File: src/sactc_pkg.sv
// Shared constants for the set-associative FIFO-replacement tag check unit.
package sactc_pkg;

    localparam int ADDR_W       = 32;
    localparam int TAG_W        = 20;
    localparam int SET_W        = 6;
    localparam int NUM_SETS     = 64;
    localparam int SET_LSB      = 6;
    localparam int TAG_LSB      = 12;
    localparam int DEF_NUM_WAYS = 8;
    localparam int M_DATA_W     = 8;

endpackage

File: src/sactc_lookup.sv
// Parallel way compare and FIFO fill update for one cache set row.
module sactc_lookup #(
    parameter int NUM_WAYS = sactc_pkg::DEF_NUM_WAYS,
    parameter int HEAD_W   = 3,
    parameter int CNT_W    = 4
) (
    input  logic [sactc_pkg::TAG_W-1:0]                tag,
    input  logic [CNT_W-1:0]                           count,
    input  logic [HEAD_W-1:0]                          head,
    input  logic [NUM_WAYS-1:0][sactc_pkg::TAG_W-1:0]  tags,
    output logic                                       hit,
    output logic [NUM_WAYS-1:0][sactc_pkg::TAG_W-1:0]  new_tags,
    output logic [CNT_W-1:0]                           new_count,
    output logic [HEAD_W-1:0]                          new_head
);
    import sactc_pkg::*;

    logic [NUM_WAYS-1:0] way_hit;

    // ways below the count are valid: not full means oldest is way 0,
    // full means every way is valid
    always_comb begin
        for (int w = 0; w < NUM_WAYS; w++) begin
            way_hit[w]  = (CNT_W'(w) < count) && (tags[w] == tag);
        end
    end

    assign hit = |way_hit;

    always_comb begin
        for (int w = 0; w < NUM_WAYS; w++) begin
            new_tags[w] = (!hit && (HEAD_W'(w) == head)) ? tag : tags[w];
        end
    end

    // head wraps; on a full set the oldest slot coincides with the head
    assign new_head  = (head == HEAD_W'(NUM_WAYS - 1)) ? '0 : head + 1'b1;
    assign new_count = (count == CNT_W'(NUM_WAYS)) ? count : count + 1'b1;

endmodule

File: config.mk
export PLATFORM = sky130hd
export DESIGN_NAME = sactc_lookup
export DESIGN_NICKNAME = d
export VERILOG_FILES = /design/src/sactc_pkg.sv /design/src/sactc_lookup.sv
export SDC_FILE = /design/constraint.sdc
export NUM_CORES = 1
export LEC_CHECK = 0
export ABC_AREA = 1
export BUFFER_PORTS_ARGS = -buffer_cell sky130_fd_sc_hd__buf_2
export CORE_AREA = 2 2 139 141
export DETAILED_ROUTE_END_ITERATION = 10
export DIE_AREA = 0 0 141 143
export SKIP_LAST_GASP = 1
export SLEW_MARGIN = 20
export SYNTH_ARGS = -nofsm -noshare
export SYNTH_HDL_FRONTEND = slang
export SYNTH_SLANG_ARGS = --single-unit
File: constraint.sdc
create_clock -name vclk -period 2.1
set_clock_uncertainty 0.05 [all_clocks]
set_input_delay 0.21 -clock vclk [all_inputs]
set_output_delay 0.21 -clock vclk [all_outputs]
set_load 0.01 [all_outputs]
==> results of run 1 <==
-- layout by cell type (no fill, tap or decap), types with 2 or more instances in the layout --
cell type,n
o21ai_2,6
xor2_2,8
nand3_2,9
nand3_1,16
inv_4,9
bufbuf_16,4
buf_16,11
ha_4,2
buf_2,316
xnor2_1,26
nand2_2,62
clkinvlp_4,3
xor2_1,16
nand4_1,161
o21ai_1,6
buf_6,53
buf_12,30
clkbuf_16,11
inv_1,99
or2_1,5
nor2_1,79
nor2_4,4
ha_1,7
o21ai_0,17
inv_2,8
buf_4,111
inv_6,2
nand2_1,552
nand2_4,16
nand3_4,3
nor2_2,13
buf_8,12
-- metal layers --
| metal | GRT usage | wire length, µm | up-vias |
|---|---|---|---|
| met5 | 0 | 0 | - |
| met4 | 0.0895 | 1370 | 0 |
| met3 | 0.0386 | 3740 | 108 |
| met2 | 0.597 | 18300 | 668 |
| met1 | 0.474 | 16300 | 4704 |
| li1 | - | - | 4814 |
-- timing repair --
item / CTS / global route
cloned: 14 / 11
pin swaps: 43 / 51
gates resized for setup: 190 / 131
setup buffers: 29 / 5
setup endpoints to repair: 161 / 161
-- logic make-up after synthesis --
group,count (synthesis),synth area share
buffers and inverters,224,0.202
AND/OR/NAND/NOR,924,0.674
XOR/XNOR,52,0.0772
AO/OA/AOI/OAI,32,0.0271
adder cells (fa/ha/maj),9,0.0191
-- where the power goes --
part	leakage, nW	total [W]	internal [W]	switching, W
Sequential	0	0	0	0
Combinational	6.28	0.00226	0.000994	0.00126
Clock	0.00000634	0.0000000000637	0.0000000000637	0
Total	6.28	0.00226	0.000994	0.00126
-- worst paths after layout --
check / end / slack, ns / cells past startpoint
worst min-delay path: new_tags[136] / 0.67 / 4
worst max-delay path: new_tags[36] / -0.27 / 15
-- per-stage QoR --
step / utilization / instance area [µm²] / cells / hold WS (ns)
2_1_floorplan: - / 5900 / 1241 / 0.418
3_3_place_gp: 0.464 / 8620 / 1870 / 0.671
3_5_place_dp: 0.464 / 8620 / 1870 / 0.673
4_1_cts: 0.533 / 9900 / 1909 / 0.675
5_1_grt: 0.570 / 10600 / 1922 / 0.695
6_report: 0.570 / 10600 / 1923 / 0.674
-- critical path, stage by stage --
cell	delay [ns]
buf_8	0.08
clkinvlp_4	0.20
or2_1	0.29
nand4_1	0.09
nor2_2	0.07
nand3_2	0.09
nand2_4	0.07
nor2_8	0.16
buf_16	0.18
nand3_4	0.12
buf_12	0.16
clkbuf_16	0.15
nand2_2	0.06
nand2_1	0.04
buf_2	0.13
-- layout make-up --
cell class                 instances  area (µm²)  share of cell area
antenna                            1        2.50            0.000236
tap                              234         293              0.0277
inverter                         121         498              0.0470
timing repair buffer             550        4520               0.427
multi-input combinational       1017        5280               0.498
==> run_results.csv, run 1 <==
group,metric,value,unit
placed_design,place_congestion,0.982,
placed_design,dp_hpwl,28500,µm
worst_hold_path,min_from,"tags[136]",
grt,grt_max_degree,52,
die,initial_core_util,0.318,
cells_and_area,finalNetCount,1886,
logic_synthesis,synth_top_area_share,0.399,
sta,setup-tns-final,-30.56,ns
power,p_leak,6.28,nW
grt,grtUsageTotal,0.351,
route,drt-vias-per-instance,5.35,
cells_and_area,seq_cells,0,
die,dieHeight,143,µm
logic_synthesis,avgSynthCellArea,4.75,µm²
route,drt_wl_total,39700,µm
logic_synthesis,synth_cells,1241,
cells_and_area,drive_above_1_share,0.416,
route,routed-via-count,10294,
setup_path,criticalPathCategory,"in -> out",
logic_synthesis,synthTopCellsByCount,"nand2_1, nand4_1, inv_1, nor2_1, buf_4",
die,core_area,18600,µm²
grt,grt_first_pass_wirelength,54000,µm
grt,antenna_found_initial,1,
job,cap_violations,0,
sta,max_freq,0.422,GHz
power,peakVddDrop,0.109,mV
logic_synthesis,yosysMostFrequentCell,"nand2_1",
setup_path,critical_path.endpoint_type,"primary output",
power,total_power,0.00226,W
placed_design,dpl_worst_slack,-0.421,ns
sta,worst_pin_slew,0.354,ns
setup_path,required,1.84,ns
cells_and_area,nClkBuffers,0,
logic_synthesis,syn_area,5900,µm²
logic_synthesis,synth_cell_types,24,
placed_design,io_buffers,355,
sta,finalSetupViolations,161,
sta,report.final.slew_viol_count,0,
grt,grt-ovfl-total,0,
grt,grt_pass1_vias,8927,
route,firstDrtPassIters,6,
logic_synthesis,yosysSeqAreaShare,0,
cells_and_area,regArea,0,µm²
setup_path,cp_max_fo,7,
sta,relSlewSlack,0.764,
die,io_pins,355,
setup_path,arrival,2.11,ns
route,wl_per_cell,20.7,µm
logic_synthesis,yosysTopAreaCell,"nand2_1",
cells_and_area,n_fill_cell,1896,
setup_path,crit_path_start_kind,"input port",
die,die_area,20200,µm²
route,drtIter0Drc,1065,
logic_synthesis,netlist_top_cells_area,"nand2_1, nand4_1, inv_1",
logic_synthesis,ys_warn_count,0,
sta,rsz0062_at_grt,"yes",
sta,period_minus_slack,2.37,ns
clock_network,cts_hold_buffers,0,
die,rows,50,
sta,fin_crit_sh,1.13,
setup_path,startpoint,"tag[3]",
outcome,violations,"setup timing",
route,drc,0,
sta,worst_slack,-0.270,ns
worst_hold_path,hold_class,"in -> out",
die,dieWidth,141,µm
power,p_per_area,213,nW/µm²
route,ant_nets,0,
logic_synthesis,syn_nets,1437,
sta,finalHoldViolations,0,
outcome,status,"complete, but fails checks",
cells_and_area,area_growth,79.4,%
Note: power is estimated with default switching activity, not from simulation.
==> inputs of run 2 (changes only) <==
- clock period: 2.1 -> 2.3 ns (I/O delays scaled with it)
==> run_results.csv, run 2 (same netlist as run 1, synthesis figures left out) <==
group,metric,value,unit
sta,rsz0062_at_grt,"yes",
sta,setup-tns-final,-16.21,ns
setup_path,cp_max_fo,14,
route,drc,0,
setup_path,startpoint,"tag[16]",
route,drt-vias-per-instance,5.36,
sta,fin_crit_sh,1.07,
cells_and_area,layout_commonest_cell,"nand2_1",
setup_path,critical_path.slowest_cell,"nor2_2",
die,io_pins,355,
setup_path,crit_cells,16,
sta,relSlewSlack,0.728,
cells_and_area,drive_above_1_share,0.432,
outcome,status,"complete, but fails checks",
sta,max_freq,0.408,GHz
sta,finalHoldViolations,0,
power,p_per_area,192,nW/µm²
route,ant_nets,0,
grt,grtUsageTotal,0.346,
grt,met3_usage,0.0641,
grt,gr-max-usage-layer,"met2",
cells_and_area,area_growth,81.9,%
cells_and_area,seq_cells,0,
setup_path,cp-endpoint,"new_tags[75]",
sta,report.final.slew_viol_count,0,
placed_design,dpl_worst_slack,-0.306,ns
cells_and_area,layout_common_cells,"nand2_1, buf_2, nand4_1",
sta,finalSetupViolations,160,
route,drt_wl_total,39500,µm
setup_path,critical_path.endpoint_type,"primary output",
grt,met2_usage,0.568,
power,peakVddDrop,0.0862,mV
setup_path,crit_family,"buffers and inverters",
setup_path,criticalPathCategory,"in -> out",
route,wl_per_cell,20.5,µm
sta,worst_pin_slew,0.407,ns
sta,worst_slack,-0.151,ns
cells_and_area,finalNetCount,1887,
outcome,violations,"setup timing",
route,firstDrtPassIters,5,
setup_path,path_buf_inv,7,
grt,antenna_found_initial,5,
route,routed-via-count,10331,
cells_and_area,n_fill_cell,1882,
die,dieWidth,141,µm
setup_path,max_stage_delay,0.21,ns
grt,grt_max_degree,33,
route,drtIter0Drc,980,
clock_network,cts_hold_buffers,0,
placed_design,io_buffers,355,
grt,grt_first_pass_wirelength,53200,µm
grt,grt_pass1_vias,8977,
grt,grt_use_met1,0.463,
cells_and_area,regArea,0,µm²
setup_path,arrival,2.17,ns
die,core_area,18600,µm²
job,cap_violations,0,
cells_and_area,nClkBuffers,0,
placed_design,place_congestion,0.949,
power,p_leak,6.29,nW
setup_path,required,2.02,ns
setup_path,crit_chain,"clkbuf_4, buf_8, xor2_1, nor2_2, nand2_1, nor2_2, nand3_2, nand2_2, nor2_4, buf_6, buf_16, buf_4, buf_16, nand4_1, nand2_1, buf_2",
grt,grt-ovfl-total,0,
die,die_area,20200,µm²
die,initial_core_util,0.318,
sta,period_minus_slack,2.45,ns
placed_design,dp_hpwl,28800,µm
die,rows,50,
worst_hold_path,hold_class,"in -> out",
die,dieHeight,143,µm
setup_path,crit_path_start_kind,"input port",
[run 2: layer usage]
metal	share of wire	vias to the layer above	wire length [µm]
met3	0.12	124	4580
met1	0.40	4687	15800
li1	-	4816	-
met4	0.040	4	1570
met2	0.44	700	17500
met5	0.00056	-	22
[run 2: cell type report]
class	count	area (µm²)	area share
diodes	3	7.51	0.000700
multi-input cells	1018	5410	0.504
repair buffers	550	4530	0.422
well taps	234	293	0.0273
inverters	121	493	0.0459
[run 2: stage by stage]
stage	power, W	hold slack, ns	util	instance area, µm²	std cells
2_1_floorplan	0.000816	0.458	-	5900	1241
3_3_place_gp	0.00168	0.708	0.463	8610	1869
3_5_place_dp	0.00169	0.713	0.463	8610	1869
4_1_cts	0.00181	0.715	0.518	9620	1900
5_1_grt	0.00219	0.735	0.577	10700	1923
6_report	0.00206	0.712	0.578	10700	1926
[run 2: worst min-delay path by stage]
stage	from	to	slack, ns	cells past startpoint
after CTS	tags[16]	new_tags[16]	0.71	4
after global placement	tags[24]	new_tags[24]	0.71	4
after global routing	tags[96]	new_tags[96]	0.74	4
final	tags[136]	new_tags[136]	0.71	4
after floorplan	head[0]	new_head[0]	0.46	1
after detailed placement	tags[16]	new_tags[16]	0.71	4
[run 2: repair_timing]
item	CTS	global route
cloned	13	17
setup buffers	18	10
gates resized for setup	149	203
endpoints found under the setup margin	161	161
pin swaps	30	36
[run 2: power by group]
part / switching [W] / internal (W)
clock: 0 / 0.000000000168
combinational: 0.00116 / 0.000899
sequential: 0 / 0
total: 0.00116 / 0.000899
==> inputs of run 3 (changes only) <==
- MAX_ROUTING_LAYER: unset -> met4
==> run_results.csv, run 3 (same netlist as run 1, synthesis figures left out) <==
group,metric,value,unit
cells_and_area,finalNetCount,1861,
setup_path,required,2.02,ns
placed_design,dp_hpwl,28400,µm
setup_path,cp_max_fo,5,
setup_path,max_stage_delay,0.18,ns
power,p_sw_frac,0.570,
sta,finalSetupViolations,160,
power,p_leak,6.04,nW
power,clkPwrFrac,0,
die,rows,50,
cells_and_area,seq_cells,0,
clock_network,cts_hold_buffers,0,
die,core_area,18600,µm²
cells_and_area,drive_above_1_share,0.410,
route,routed-via-count,9993,
route,drc,0,
sta,worst_pin_slew,0.323,ns
sta,worst_slack,-0.153,ns
cells_and_area,area_growth,72.8,%
sta,finalHoldViolations,0,
power,p_per_area,193,nW/µm²
outcome,status,"complete, but fails checks",
power,seqPwrFrac,0,
route,drtIter0Drc,894,
placed_design,dpl_worst_slack,-0.258,ns
placed_design,place_congestion,0.982,
setup_path,critical_path.endpoint_type,"primary output",
setup_path,crit_chain,"buf_8, clkinvlp_4, buf_12, buf_6, nand2_4, nand2_2, nor2_2, nand2_1, nor2_1, nand3_1, nand2_2, nor2_8, buf_12, buf_12, nand3_4, clkbuf_16, nand2_1, nand2_1, buf_2",
worst_hold_path,hold_class,"in -> out",
die,dieHeight,143,µm
route,drt_wl_total,38000,µm
die,initial_core_util,0.318,
grt,grt-ovfl-total,0,
grt,grtUsageTotal,0.353,
route,wl_per_cell,20.0,µm
setup_path,criticalPathCategory,"in -> out",
cells_and_area,regArea,0,µm²
sta,report.final.slew_viol_count,0,
placed_design,placed_cells,1857,
sta,period_minus_slack,2.45,ns
cells_and_area,final_area,10200,µm²
grt,grt_first_pass_wirelength,52800,µm
grt,grt_max_degree,47,
die,die_area,20200,µm²
sta,max_freq,0.408,GHz
cells_and_area,n_fill_cell,1955,
setup_path,crit_path_start_kind,"input port",
sta,fin_crit_sh,1.07,
power,p_comb_frac,1.000,
job,cap_violations,0,
cells_and_area,nClkBuffers,0,
setup_path,crit_family,"buffers and inverters",
cells_and_area,utilization,0.549,
placed_design,io_buffers,355,
setup_path,path_buf_inv,8,
grt,grt_pass1_vias,8902,
die,dieWidth,141,µm
cells_and_area,layout_commonest_cell,"nand2_1",
power,p_switching,0.00112,W
route,drt-vias-per-instance,5.26,
placed_design,dpl_cell_area,8440,µm²
cells_and_area,layout_common_cells,"nand2_1, buf_2, nand4_1",
sta,rsz0062_at_grt,"yes",
setup_path,arrival,2.17,ns
sta,relSlewSlack,0.784,
grt,antenna_found_initial,2,
cells_and_area,final_cells,1899,
setup_path,critical_path.slowest_cell,"clkbuf_16",
route,ant_nets,0,
power,intPower,0.000845,W
route,firstDrtPassIters,5,
outcome,violations,"setup timing",
sta,hold_ws,0.712,ns
die,io_pins,355,
power,peakVddDrop,0.113,mV
## run 3: cell types whose count changed in the layout (fill, tap and decap cells not counted), sizes merged
cell      delta
inv          -5
bufbuf       -1
clkbuf       -6
diode        -1
clkinvlp     +5
buf         -18
nor2         -1
## run 3: worst paths after layout
check	end	start	cells after the start	slack, ns
hold / removal	new_tags[19]	tags[19]	4	0.71
setup / recovery	new_tags[36]	tag[10]	19	-0.15
## run 3: timing repair
item                       in CTS  in global routing
pin swaps                      36                 51
gates resized for setup       167                123
buffers inserted               16                  6
gates cloned                   14                  8
setup endpoints to repair     161                161
## run 3: per-layer routing
layer  vias to the layer above  GRT usage  share of wire
li1                       4752          -              -
met1                      4478      0.470           0.42
met2                       670      0.565           0.45
met3                        93     0.0547          0.096
met4                         0     0.0863          0.032
met5                         -          -              0
## run 3: power by group through the flow
| stage | sequential, W | clock (W) | combinational (W) |
|---|---|---|---|
| after CTS | 0 | 0 | 0.00180 |
| after global placement | 0 | 0 | 0.00166 |
| final | 0 | 0.000000000112 | 0.00197 |
| after global routing | 0 | 0.000000000113 | 0.00210 |
| after floorplan | 0 | 0 | 0.000816 |
| after detailed placement | 0 | 0 | 0.00166 |
## run 3: area by class of cell
type | count | area (µm²) | area share
Tap cell | 234 | 293 | 0.0287
Inverter | 121 | 499 | 0.0490
Multi-Input combinational cell | 1017 | 5270 | 0.517
Timing Repair Buffer | 525 | 4130 | 0.405
Antenna cell | 2 | 5.00 | 0.000491
## run 3: metrics by stage
stage / total power, W / setup TNS (ns)
6_report: 0.00197 / -14.70
5_1_grt: 0.00210 / -27.84
4_1_cts: 0.00180 / -7.03
3_5_place_dp: 0.00166 / -30.23
3_3_place_gp: 0.00166 / -27.37
2_1_floorplan: 0.000816 / 0
